**src/rpn_pkg.sv**
```systemverilog
// Shared types and constants for the RPN stack evaluator.
// No dependencies; used by every module in src.
package rpn_pkg;

   localparam int WORD_W              = 32;
   localparam int STEP_W              = $clog2(WORD_W);
   localparam int OP_W                = 3;
   localparam int ST_W                = 3;
   localparam int DEPTH_W             = 8;
   localparam int RSP_TDATA_W         = 48;
   localparam int REQ_TDATA_W         = 32;
   localparam int DEFAULT_STACK_DEPTH = 128;

   typedef enum logic [OP_W-1:0] {
      OP_PUSH   = 3'd0,
      OP_ADD    = 3'd1,
      OP_SUB    = 3'd2,
      OP_MUL    = 3'd3,
      OP_DIV    = 3'd4,
      OP_FINISH = 3'd5
   } op_type;

   typedef enum logic [ST_W-1:0] {
      ST_OK        = 3'd0,
      ST_UNDERFLOW = 3'd1,
      ST_DIVZERO   = 3'd2,
      ST_BADDEPTH  = 3'd3,
      ST_OVERFLOW  = 3'd4
   } status_type;

   typedef enum logic [2:0] {
      CTL_IDLE,
      CTL_DECODE,
      CTL_FETCH,
      CTL_EXEC,
      CTL_OUT
   } ctl_state_type;

   typedef enum logic [1:0] {
      ALU_IDLE,
      ALU_RUN,
      ALU_FIX,
      ALU_DONE
   } alu_state_type;

   typedef struct packed {
      logic   start;
      op_type op;
   } alu_cmd_type;

endpackage

```
**src/rpn_alu.sv**
```systemverilog
// Bit-serial arithmetic unit: add, subtract, multiply, divide (one bit a cycle).
// Depends on rpn_pkg.
module rpn_alu (
   input  logic                       clock,
   input  logic                       reset,
   input  rpn_pkg::alu_cmd_type       cmd,
   input  logic [rpn_pkg::WORD_W-1:0] left,
   input  logic [rpn_pkg::WORD_W-1:0] right,
   output logic                       done,
   output logic [rpn_pkg::WORD_W-1:0] result
);

   rpn_pkg::alu_state_type      state_ff, state_in;
   rpn_pkg::op_type             op_ff, op_in;
   logic [rpn_pkg::STEP_W-1:0]  step_ff, step_in;
   logic [rpn_pkg::WORD_W-1:0]  a_ff, a_in;
   logic [rpn_pkg::WORD_W-1:0]  b_ff, b_in;
   logic [rpn_pkg::WORD_W-1:0]  acc_ff, acc_in;
   logic [rpn_pkg::WORD_W-1:0]  rem_ff, rem_in;
   logic                        carry_ff, carry_in;
   logic                        neg_ff, neg_in;

   logic                        sum_bit;
   logic [rpn_pkg::WORD_W:0]    trial;
   logic [rpn_pkg::WORD_W:0]    diff;
   logic                        ge;

   always_ff @(posedge clock) begin
      if (reset) begin
         state_ff <= rpn_pkg::ALU_IDLE;
      end else begin
         state_ff <= state_in;
      end
      op_ff    <= op_in;
      step_ff  <= step_in;
      a_ff     <= a_in;
      b_ff     <= b_in;
      acc_ff   <= acc_in;
      rem_ff   <= rem_in;
      carry_ff <= carry_in;
      neg_ff   <= neg_in;
   end

   always_comb begin
      state_in = state_ff;
      op_in    = op_ff;
      step_in  = step_ff;
      a_in     = a_ff;
      b_in     = b_ff;
      acc_in   = acc_ff;
      rem_in   = rem_ff;
      carry_in = carry_ff;
      neg_in   = neg_ff;
      sum_bit  = a_ff[0] ^ b_ff[0] ^ carry_ff;
      trial    = {rem_ff, a_ff[rpn_pkg::WORD_W-1]};
      diff     = trial - {1'b0, b_ff};
      ge       = (trial >= {1'b0, b_ff});
      done     = 1'b0;

      unique case (state_ff)
         rpn_pkg::ALU_IDLE: begin
            if (cmd.start) begin
               op_in    = cmd.op;
               step_in  = '0;
               acc_in   = '0;
               rem_in   = '0;
               a_in     = left;
               b_in     = right;
               carry_in = 1'b0;
               neg_in   = left[rpn_pkg::WORD_W-1] ^ right[rpn_pkg::WORD_W-1];
               state_in = rpn_pkg::ALU_RUN;
               if (cmd.op == rpn_pkg::OP_SUB) begin
                  b_in     = ~right;
                  carry_in = 1'b1;
               end else if (cmd.op == rpn_pkg::OP_DIV) begin
                  a_in = left[rpn_pkg::WORD_W-1] ? (~left + 1'b1) : left;
                  b_in = right[rpn_pkg::WORD_W-1] ? (~right + 1'b1) : right;
               end
            end
         end
         rpn_pkg::ALU_RUN: begin
            step_in = step_ff + 1'b1;
            unique case (op_ff)
               rpn_pkg::OP_MUL: begin
                  if (b_ff[0]) begin
                     acc_in = acc_ff + a_ff;
                  end
                  a_in = {a_ff[rpn_pkg::WORD_W-2:0], 1'b0};
                  b_in = {1'b0, b_ff[rpn_pkg::WORD_W-1:1]};
               end
               rpn_pkg::OP_DIV: begin
                  rem_in = ge ? diff[rpn_pkg::WORD_W-1:0] : trial[rpn_pkg::WORD_W-1:0];
                  acc_in = {acc_ff[rpn_pkg::WORD_W-2:0], ge};
                  a_in   = {a_ff[rpn_pkg::WORD_W-2:0], 1'b0};
               end
               default: begin
                  // add and subtract: LSB first ripple through the carry flop
                  acc_in   = {sum_bit, acc_ff[rpn_pkg::WORD_W-1:1]};
                  carry_in = (a_ff[0] & b_ff[0]) | (carry_ff & (a_ff[0] ^ b_ff[0]));
                  a_in     = {1'b0, a_ff[rpn_pkg::WORD_W-1:1]};
                  b_in     = {1'b0, b_ff[rpn_pkg::WORD_W-1:1]};
               end
            endcase
            if (step_ff == rpn_pkg::STEP_W'(rpn_pkg::WORD_W - 1)) begin
               state_in = rpn_pkg::ALU_FIX;
            end
         end
         rpn_pkg::ALU_FIX: begin
            if ((op_ff == rpn_pkg::OP_DIV) && neg_ff) begin
               acc_in = ~acc_ff + 1'b1;
            end
            state_in = rpn_pkg::ALU_DONE;
         end
         rpn_pkg::ALU_DONE: begin
            done     = 1'b1;
            state_in = rpn_pkg::ALU_IDLE;
         end
         default: begin
            state_in = rpn_pkg::ALU_IDLE;
         end
      endcase
   end

   assign result = acc_ff;

endmodule

```
**src/rpn_stack_evaluator.sv**
```systemverilog
// RPN stack evaluator: push, finish and refused or ignored requests go from decode straight
// to the response register; add/sub/mul/div go through the serial unit (one bit a cycle).
// One request at a time: the next is accepted the cycle after the response register is
// loaded. Synchronous active-high reset empties the stack and clears the error;
// stack memory contents are not cleared. Depends on rpn_pkg and rpn_alu.
module rpn_stack_evaluator #(
   parameter int STACK_DEPTH = rpn_pkg::DEFAULT_STACK_DEPTH
) (
   input  logic                            clock,
   input  logic                            reset,
   input  logic                            req_tvalid,
   output logic                            req_tready,
   input  logic [rpn_pkg::REQ_TDATA_W-1:0] req_tdata,  // value[31:0]
   input  logic [rpn_pkg::OP_W-1:0]        req_tuser,  // operation[2:0]
   output logic                            rsp_tvalid,
   input  logic                            rsp_tready,
   // status[2:0], top_value[34:3], stack_depth[42:35], zero pad[47:43]
   output logic [rpn_pkg::RSP_TDATA_W-1:0] rsp_tdata,
   output logic                            rsp_tlast   // done_res
);

   localparam int AW    = (STACK_DEPTH > 1) ? $clog2(STACK_DEPTH) : 1;
   localparam int CNT_W = $clog2(STACK_DEPTH + 1);
   localparam int DW    = (CNT_W > rpn_pkg::DEPTH_W) ? CNT_W : rpn_pkg::DEPTH_W;
   localparam int PAD_W = rpn_pkg::RSP_TDATA_W - rpn_pkg::ST_W - rpn_pkg::WORD_W
                          - rpn_pkg::DEPTH_W;

   rpn_pkg::ctl_state_type          state_ff, state_in;
   rpn_pkg::op_type                 op_ff, op_in;
   rpn_pkg::status_type             err_ff, err_in;
   logic [rpn_pkg::WORD_W-1:0]      val_ff, val_in;
   logic [rpn_pkg::WORD_W-1:0]      top_ff, top_in;
   logic [CNT_W-1:0]                count_ff, count_in;
   logic                            rsp_valid_ff, rsp_valid_in;
   logic [rpn_pkg::RSP_TDATA_W-1:0] rsp_data_ff, rsp_data_in;
   logic                            rsp_last_ff, rsp_last_in;

   logic [rpn_pkg::WORD_W-1:0]      mem [STACK_DEPTH];
   logic [rpn_pkg::WORD_W-1:0]      rd_data_ff;
   logic                            mem_we;
   logic                            mem_re;
   logic [AW-1:0]                   mem_addr;

   logic [CNT_W-1:0]                cnt_m1;
   logic [CNT_W-1:0]                cnt_m2;
   logic [DW-1:0]                   cnt_wide;
   rpn_pkg::status_type             rsp_status;
   logic [rpn_pkg::WORD_W-1:0]      rsp_top;
   logic [rpn_pkg::DEPTH_W-1:0]     rsp_depth;

   rpn_pkg::alu_cmd_type            alu_cmd;
   logic                            alu_done;
   logic [rpn_pkg::WORD_W-1:0]      alu_result;

   rpn_alu u_alu (
      .clock  (clock),
      .reset  (reset),
      .cmd    (alu_cmd),
      .left   (rd_data_ff),
      .right  (top_ff),
      .done   (alu_done),
      .result (alu_result)
   );

   // entries below the top; the top itself lives in top_ff
   always_ff @(posedge clock) begin
      if (mem_we) begin
         mem[mem_addr] <= top_ff;
      end
      if (mem_re) begin
         rd_data_ff <= mem[mem_addr];
      end
   end

   always_ff @(posedge clock) begin
      if (reset) begin
         state_ff     <= rpn_pkg::CTL_IDLE;
         err_ff       <= rpn_pkg::ST_OK;
         count_ff     <= '0;
         rsp_valid_ff <= 1'b0;
      end else begin
         state_ff     <= state_in;
         err_ff       <= err_in;
         count_ff     <= count_in;
         rsp_valid_ff <= rsp_valid_in;
      end
      op_ff       <= op_in;
      val_ff      <= val_in;
      top_ff      <= top_in;
      rsp_data_ff <= rsp_data_in;
      rsp_last_ff <= rsp_last_in;
   end

   assign cnt_m1   = count_ff - CNT_W'(1);
   assign cnt_m2   = count_ff - CNT_W'(2);
   assign cnt_wide = DW'(count_ff);

   always_comb begin
      state_in     = state_ff;
      op_in        = op_ff;
      val_in       = val_ff;
      top_in       = top_ff;
      err_in       = err_ff;
      count_in     = count_ff;
      rsp_valid_in = rsp_valid_ff;
      rsp_data_in  = rsp_data_ff;
      rsp_last_in  = rsp_last_ff;
      mem_we       = 1'b0;
      mem_re       = 1'b0;
      mem_addr     = cnt_m1[AW-1:0];
      alu_cmd      = '{start: 1'b0, op: op_ff};
      req_tready   = 1'b0;
      rsp_depth    = cnt_wide[rpn_pkg::DEPTH_W-1:0];

      if (rsp_valid_ff && rsp_tready) begin
         rsp_valid_in = 1'b0;
      end

      if (op_ff == rpn_pkg::OP_FINISH) begin
         rsp_depth = '0;
         priority if (err_ff != rpn_pkg::ST_OK) begin
            rsp_status = err_ff;
         end else if (count_ff != CNT_W'(1)) begin
            rsp_status = rpn_pkg::ST_BADDEPTH;
         end else begin
            rsp_status = rpn_pkg::ST_OK;
         end
         rsp_top = (rsp_status == rpn_pkg::ST_OK) ? top_ff : '0;
      end else begin
         rsp_status = err_ff;
         rsp_top    = (count_ff == '0) ? '0 : top_ff;
      end

      unique case (state_ff)
         rpn_pkg::CTL_IDLE: begin
            req_tready = 1'b1;
            if (req_tvalid) begin
               op_in    = rpn_pkg::op_type'(req_tuser);
               val_in   = req_tdata;
               state_in = rpn_pkg::CTL_DECODE;
            end
         end
         rpn_pkg::CTL_DECODE: begin
            state_in = rpn_pkg::CTL_OUT;
            if ((op_ff != rpn_pkg::OP_FINISH) && (err_ff == rpn_pkg::ST_OK)) begin
               unique case (op_ff)
                  rpn_pkg::OP_PUSH: begin
                     if (count_ff >= CNT_W'(STACK_DEPTH)) begin
                        err_in = rpn_pkg::ST_OVERFLOW;
                     end else begin
                        mem_we   = (count_ff != '0);
                        top_in   = val_ff;
                        count_in = count_ff + CNT_W'(1);
                     end
                  end
                  rpn_pkg::OP_ADD, rpn_pkg::OP_SUB, rpn_pkg::OP_MUL,
                  rpn_pkg::OP_DIV: begin
                     priority if (count_ff < CNT_W'(2)) begin
                        err_in = rpn_pkg::ST_UNDERFLOW;
                     end else if ((op_ff == rpn_pkg::OP_DIV) && (top_ff == '0)) begin
                        err_in = rpn_pkg::ST_DIVZERO;
                     end else begin
                        mem_re   = 1'b1;
                        mem_addr = cnt_m2[AW-1:0];
                        state_in = rpn_pkg::CTL_FETCH;
                     end
                  end
                  default: begin
                  end
               endcase
            end
         end
         rpn_pkg::CTL_FETCH: begin
            alu_cmd.start = 1'b1;
            state_in      = rpn_pkg::CTL_EXEC;
         end
         rpn_pkg::CTL_EXEC: begin
            if (alu_done) begin
               top_in   = alu_result;
               count_in = cnt_m1;
               state_in = rpn_pkg::CTL_OUT;
            end
         end
         rpn_pkg::CTL_OUT: begin
            if (!rsp_valid_ff || rsp_tready) begin
               rsp_valid_in = 1'b1;
               rsp_data_in  = {{PAD_W{1'b0}}, rsp_depth, rsp_top, rsp_status};
               rsp_last_in  = (op_ff == rpn_pkg::OP_FINISH);
               state_in     = rpn_pkg::CTL_IDLE;
               if (op_ff == rpn_pkg::OP_FINISH) begin
                  count_in = '0;
                  err_in   = rpn_pkg::ST_OK;
               end
            end
         end
         default: begin
            state_in = rpn_pkg::CTL_IDLE;
         end
      endcase
   end

   assign rsp_tvalid = rsp_valid_ff;
   assign rsp_tdata  = rsp_data_ff;
   assign rsp_tlast  = rsp_last_ff;

endmodule

```
**config.mk**
```make
export PLATFORM = sky130hd
export DESIGN_NAME = rpn_stack_evaluator
export DESIGN_NICKNAME = d
export VERILOG_FILES = /design/src/rpn_pkg.sv /design/src/rpn_alu.sv /design/src/rpn_stack_evaluator.sv
export SDC_FILE = /design/constraint.sdc
export NUM_CORES = 2
export LEC_CHECK = 0
export BUFFER_PORTS_ARGS = -buffer_cell sky130_fd_sc_hd__buf_4
export CORE_MARGIN = 2
export CORE_UTILIZATION = 45
export DETAILED_ROUTE_END_ITERATION = 6
export SLEW_MARGIN = 20
export SYNTH_ARGS = -nofsm -noshare
export SYNTH_HDL_FRONTEND = slang
export SYNTH_HIERARCHICAL = 1
export SYNTH_SLANG_ARGS = --single-unit
```
**constraint.sdc**
```tcl
create_clock -name clock -period 9.2 [get_ports clock]
set_clock_uncertainty 0.05 [all_clocks]
set_input_delay 0.46 -clock clock [delete_from_list [all_inputs] [get_ports clock]]
set_output_delay 0.46 -clock clock [all_outputs]
set_load 0.1 [all_outputs]
```
=== Word-level counts from Yosys, hierarchy flattened ===
Memory sizes are Yosys's and may differ from the RTL's. A register that Yosys moved wholly into a read port is not among the register bits.
Index checks and enable logic that the tools add are counted.

* Multiplexer cells: 86
* Magnitude comparators: 3
* Add/subtract/negate cells: 9
* Multipliers: 0
* Reductions and logical operators: 35
* Divide/modulo/power cells: 0
* Bitwise logic cells: 9
* Shifts and indexed selects: 0
* Equal/unequal tests: 34

{| class="wikitable"
|+ Operators with widths
! kind !! count
|-
| 2-to-1 mux 32 bit || 22
|-
| one-hot mux 32 bit (2 select lines) || 5
|-
| adder 32 x 1 -> 32 bit, second input constant || 3
|-
| NOT 32 bit || 3
|-
| one-hot mux 32 bit (3 select lines) || 1
|-
| 2-to-1 mux 3 bit || 16
|-
| 2-to-1 mux 8 bit || 6
|-
| 2-to-1 mux 7 bit || 5
|-
| greater-or-equal comparator 33 x 32 -> 1 bit || 1
|-
| adder 32 bit || 1
|-
| logical NOT 32 bit || 1
|-
| subtractor 32 bit || 1
|-
| one-hot mux 8 bit (3 select lines) || 1
|-
| 2-to-1 mux 1 bit || 20
|-
| inequality test 2 bit, second input constant || 9
|-
| equality test 3 x 2 -> 1 bit, second input constant || 5
|-
| one-hot mux 3 bit (5 select lines) || 1
|-
| equality test 3 bit, second input constant || 4
|-
| logical NOT 3 bit || 4
|-
| one-hot mux 3 bit (2 select lines) || 2
|-
| AND reduction 3 bit || 4
|-
| one-hot mux 5 bit (2 select lines) || 1
|-
| AND reduction 2 bit || 5
|-
| nonzero test 3 bit || 3
|-
| other kinds (35) || 52
|}

* RAM bits: 4096
* Input bits: 39
* Logic and storage cells: 195
* Memories kept: 1
* ROM bits: 0
* Output and inout bits: 51
* Bits in registers: 266
* Bits in latches: 0

{| class="wikitable"
|+ Memories
! name !! depth !! width !! rd ports !! clocked after Yosys merged registers in !! write ports !! line !! text
|-
| mem || 128 || 32 || 1 || 1 || 1 || rpn_stack_evaluator.sv:38 || <nowiki>logic [rpn_pkg::WORD_W-1:0] mem [STACK_DEPTH];</nowiki>
|}

=== Depth between registers and ports, before layout ===
* Word-level depth: 7
* Gate-level depth with buffers: 18
* Gate-level depth less buffers: 12

=== Hierarchy ===
Netlist, hierarchy kept.

{| class="wikitable"
|+ Modules (own cells, without submodules)
! module !! seq. area each (um^2) !! times used !! cells each !! area each (um^2)
|-
| rpn_stack_evaluator || 127592.4 || 1 || 8455 || 156327.4
|-
| rpn_alu || 4184.0 || 1 || 1418 || 12062.8
|}

=== Worst setup path before layout ===
OpenSTA, ideal clock, no wires.

* Path type: reg2reg
* From: register top_ff[9] (netlist name)
* To: memory mem[76][0] (netlist name) (enable)
* Path slack: 2.091 ns
* Stages on the path, launching flop included: 15
* Buffers on the path: 7
* Clock period less this slack: 7.109 ns
* Data required time: 8.689 ns
* Setup time: 0.461 ns
* Arrival: 6.598 ns
* Path through: edfxtp_1 nor4_1 and3_1 and3_1 buf_2 nor4_2 or2_1 buf_2 buf_4 buf_4 buf_4 buf_4 nand2_1 buf_2 nor3_1

* Word-level cells in the longest chain between the ends: 7

{| class="wikitable"
|+ RTL lines
! what !! line !! text
|-
| from (decl) || rpn_stack_evaluator.sv:32 || <nowiki>logic [rpn_pkg::WORD_W-1:0] top_ff, top_in;</nowiki>
|-
| from (signal assigned) || rpn_stack_evaluator.sv:89 || <nowiki>top_ff <= top_in;</nowiki>
|-
| logical NOT 32 bit || rpn_stack_evaluator.sv:160 || <nowiki>end else if ((op_ff == rpn_pkg::OP_DIV) && (top_ff == '0)) begin</nowiki>
|-
| logical AND 1 bit || rpn_stack_evaluator.sv:160 ||
|-
| 2-to-1 mux 7 bit || rpn_stack_evaluator.sv:160 ||
|-
| 2-to-1 mux 7 bit || rpn_stack_evaluator.sv:158 || <nowiki>priority if (count_ff < CNT_W'(2)) begin</nowiki>
|-
| 2-to-1 mux 7 bit || rpn_stack_evaluator.sv:146 || <nowiki>unique case (op_ff)</nowiki>
|-
| 2-to-1 mux 7 bit || rpn_stack_evaluator.sv:145 || <nowiki>if ((op_ff != rpn_pkg::OP_FINISH) && (err_ff == rpn_pkg::ST_OK)) begin</nowiki>
|-
| 2-to-1 mux 7 bit || rpn_stack_evaluator.sv:134 || <nowiki>unique case (state_ff)</nowiki>
|-
| to (decl) || rpn_stack_evaluator.sv:38 ||
|}

Every way passes these cells.

=== Worst setup path after layout ===
* From: register count_ff[0], in the netlist cnt_wide[0]
* To: register rd_data_ff[23] (netlist name), read port of mem, data pin

* Word-level cells in the longest chain between the ends: 6
* Elaborated cells between the ends (all ways): 12
* Those cells by class: 2 x add/sub; 1 x order compare; 9 x mux

{| class="wikitable"
|+ RTL lines
! what !! line !! text
|-
| from (decl) || rpn_stack_evaluator.sv:33 || <nowiki>logic [CNT_W-1:0] count_ff, count_in;</nowiki>
|-
| from (signal assigned) || rpn_stack_evaluator.sv:84 || <nowiki>count_ff <= count_in;</nowiki>
|-
| subtractor 8 x 1 -> 8 bit or subtractor 7 x 2 -> 7 bit (tied branches) || rpn_stack_evaluator.sv:94, rpn_stack_evaluator.sv:95 ||
|-
| 2-to-1 mux 7 bit || rpn_stack_evaluator.sv:160 ||
|-
| 2-to-1 mux 7 bit || rpn_stack_evaluator.sv:158 ||
|-
| 2-to-1 mux 7 bit || rpn_stack_evaluator.sv:146 ||
|-
| 2-to-1 mux 7 bit || rpn_stack_evaluator.sv:145 ||
|-
| 2-to-1 mux 7 bit || rpn_stack_evaluator.sv:134 ||
|-
| to (decl) || rpn_stack_evaluator.sv:39 || <nowiki>logic [rpn_pkg::WORD_W-1:0] rd_data_ff;</nowiki>
|}

Several ways; a longest one is shown, not always the timed one.
A chain may end at the register's enable or synchronous reset.

==> impl_metrics.yaml <==
outcome:
  status: "complete, but fails checks"
  violations: "design-rule violations"
global_routing:
  grt_overflow: 0
  grt_max_degree: 138
  grt_pass1_vias: 96800
  met3_usage_pct: 7.54
  antenna_found_initial: 50
  grt_use_met2_pct: 41.8
  grt_use_total_pct: 28.2
  grt_pass1_wl_um: 762000
  busiest_layer: "met2"
  grt_use_met1_pct: 39.7
sta:
  rsz0062_at_grt: "false"
  fin_hold_ws_ns: 0.121
  min_period_ns: 7.15
  setup_viol: 0
  fmax_mhz: 140
  slew_headroom_pct: 10.3
  finalHoldViolations: 0
  worst_pin_slew_ns: 1.33
  min_period_over_period_pct: 77.7
  fin_tns_setup_ns: 0
  timing.final.max_slew_violations: 0
yosys:
  ys_top_cells_by_area: "edfxtp_1, a22oi_1, a22o_1"
  yosysTopAreaCell: "edfxtp_1"
  synth_edf_count: 4377
  synth_area_um2: 168000
  syn_inst: 9873
  synth-async-reset-ratio_pct: 0
  avgSynthCellArea_um2: 17.1
  synth.top_cell.area_share_pct: 78.1
  yosysSeqAreaShare_pct: 78.3
  synthFlopType: "edfxtp_1"
  synth_common_cells: "edfxtp_1, a22oi_1, a22o_1"
  synth_most_common_cell: "edfxtp_1"
  yosys.cell_types.count: 104
  yosys_warnings: 6
  ys_ff_latch: 4394
die:
  core.rowCount: 224
  io_pins: 90
  fp.dieH_um: 616
  die_w_um: 616
  core_um2: 372000
  start_util_pct: 45.2
  die-area_um2: 379000
drt:
  wirelength_um: 550000
  via_per_inst: 6.66
  dr.pass1.iters: 7
  initialDrtViolationCount: 17900
  wl_per_cell_um: 35.5
  vias: 103000
  drc: 15
  drtAntennaViolNets: 0
worst_setup_path:
  worst_ep_required_time_ns: 9.95
  worstPathArrival_ns: 7.90
  endpoint_kind: "flip-flop"
  critPathSlowestCell: "ha_1"
  path_cells: "buf_4 -> inv_1 -> ha_1 -> inv_1 -> nor2_1 -> nand2_1 -> a21oi_4 -> or2_4 -> buf_12 -> buf_4 -> a22o_1 -> a221oi_1 -> nand4_1 -> a41oi_1 -> nor4_1"
  startpoint_type: "flip-flop"
  path_class: "reg2reg"
  slowest_delay_ns: 1.00
  critical_path.max_fanout: 60
clocking:
  clockBufferDepth: 4
  cts_sinks: 4394
  root_buffer: "clkbuf_16"
  clk_pin_slew_worst_paths_ns: 0.07
  cts_tree: "done"
  h-tree-depth: 5
  cts_resized: 0
  insertion_delay_ns: 1.02
  cts_made_buffers: 435
  cts_setup_buffers: 0
placement:
  place_congestion: 0.921
  hpwl_um: 309000
  placed_cells: 14600
  io_buffers: 84
cells_and_area:
  area_growth_syn_to_layout_pct: 13.5
  fin_nets: 10300
  post-route-util_pct: 51.3
  drive_gt1_share_pct: 12.7
  layout.cells.non_filler: 15500
  final.fill_count: 29600
power_and_ir_drop:
  p_per_area_nw_per_um2: 212
  vdd_drop_max_uv: 176
  leakage_nw: 58.7
job:
  maxCapViolCount: 0
worst_hold_path:
  hp-class: "in2reg"
[cell usage in the layout, fill, tap and decap left out, drive strengths merged, types with 58 or more instances in the layout]
master and instances:
a21oi 138, inv 81, edfxtp 4377, o21ai 322, clkbuf 542, xor2 61
nor2 248, a2111oi 66, a31oi 255, buf 479, nor4 86, a222oi 65
xnor2 79, nand4 206, a221oi 373, nor3 149, a22oi 1032, clkinv 195
and2 58, ha 81, nand2 386, a22o 404, nand3 108, o21a 64
[where the power goes]
part	switching, W	internal, W	total [W]
clock	0.00756	0.00969	0.0172
sequential	0.0000856	0.0218	0.0219
combinational	0.000957	0.000423	0.00138
total	0.00861	0.0320	0.0406
[cell type report]
cell class	count	area [µm²]	share of cell area, %
tap	4972	6220	3.25
antenna	36	90.1	0.0471
clock buffer	541	11400	5.98
inverter	72	270	0.141
sequential	4394	132000	68.9
timing repair buffer	518	4660	2.44
clock inverter	241	2220	1.16
multi-input combinational	4724	34500	18.0
[metal layers]
metal | up-vias | routed length [µm]
met5 | - | 141
met4 | 18 | 25500
met3 | 1003 | 73600
met2 | 7502 | 241000
met1 | 52800 | 210000
li1 | 41900 | -
[state kept, by name, summed over array words and instances, names as in the netlist]
| register | cells |
|---|---|
| rd_data_ff | 32 |
| u_alu/b_ff | 32 |
| rsp_tvalid | 1 |
| u_alu/step_ff | 5 |
| u_alu/neg_ff | 1 |
| u_alu/state_ff | 2 |
| u_alu/op_ff | 3 |
| u_alu/carry_ff | 1 |
| rsp_tdata | 43 |
| top_ff | 32 |
| op_ff | 3 |
| u_alu/a_ff | 32 |
| cnt_wide | 8 |
| err_ff | 3 |
| state_ff | 3 |
| u_alu/rem_ff | 32 |
| val_ff | 32 |
| rsp_tlast | 1 |
| u_alu/result | 32 |
| mem | 4096 |
[metrics by stage]
stage / worst slack (ns) / total power, W / area, µm²
after global placement: 2.38 / 0.0237 / 177000
after CTS: 2.27 / 0.0406 / 191000
after detailed placement: 2.37 / 0.0237 / 177000
after global routing: 1.94 / 0.0415 / 191000
after floorplan: 2.09 / 0.0232 / 168000
final: 2.05 / 0.0406 / 191000
[cell families (layout without fill, tap and decap cells)]
group / after synthesis / count (layout) / share of synthesized area (%)
AOI/OAI and AO/OA: 3066 / 3066 / 13.8
xor gates and xnor gates: 140 / 140 / 0.733
adders and majority gates: 84 / 84 / 0.638
buffers and inverters: 759 / 1372 / 2.14
DFF: 4394 / 4394 / 78.3
muxes: 35 / 35 / 0.224
other: 1 / 41 / 0.00223
and+or+nand+nor: 1394 / 1394 / 4.18
[critical path: cells and delay by family, from the launching register on]
kind | cells | cell delay, ns
AOI/OAI and AO/OA | 4 | 1.12
and+or+nand+nor | 5 | 2.04
DFF | 1 | 0.31
adders and majority gates | 1 | 1.00
buffers and inverters | 5 | 2.30
[worst paths after layout]
kind         cells after the start  slack, ns          from              to
max                             15       2.05   cnt_wide[0]  rd_data_ff[23]
min                              2       0.12  req_tdata[9]       val_ff[9]
min reg2reg                      2       0.45     err_ff[0]       err_ff[0]
max reg2reg                     15       2.05   cnt_wide[0]  rd_data_ff[23]
[what timing repair did]
item	4_1_cts	5_1_grt
endpoints found under the setup margin	0	0
endpoints found under the hold margin	55	0
hold buffers	38	0
No activity file was read; power rests on OpenSTA's default activity.
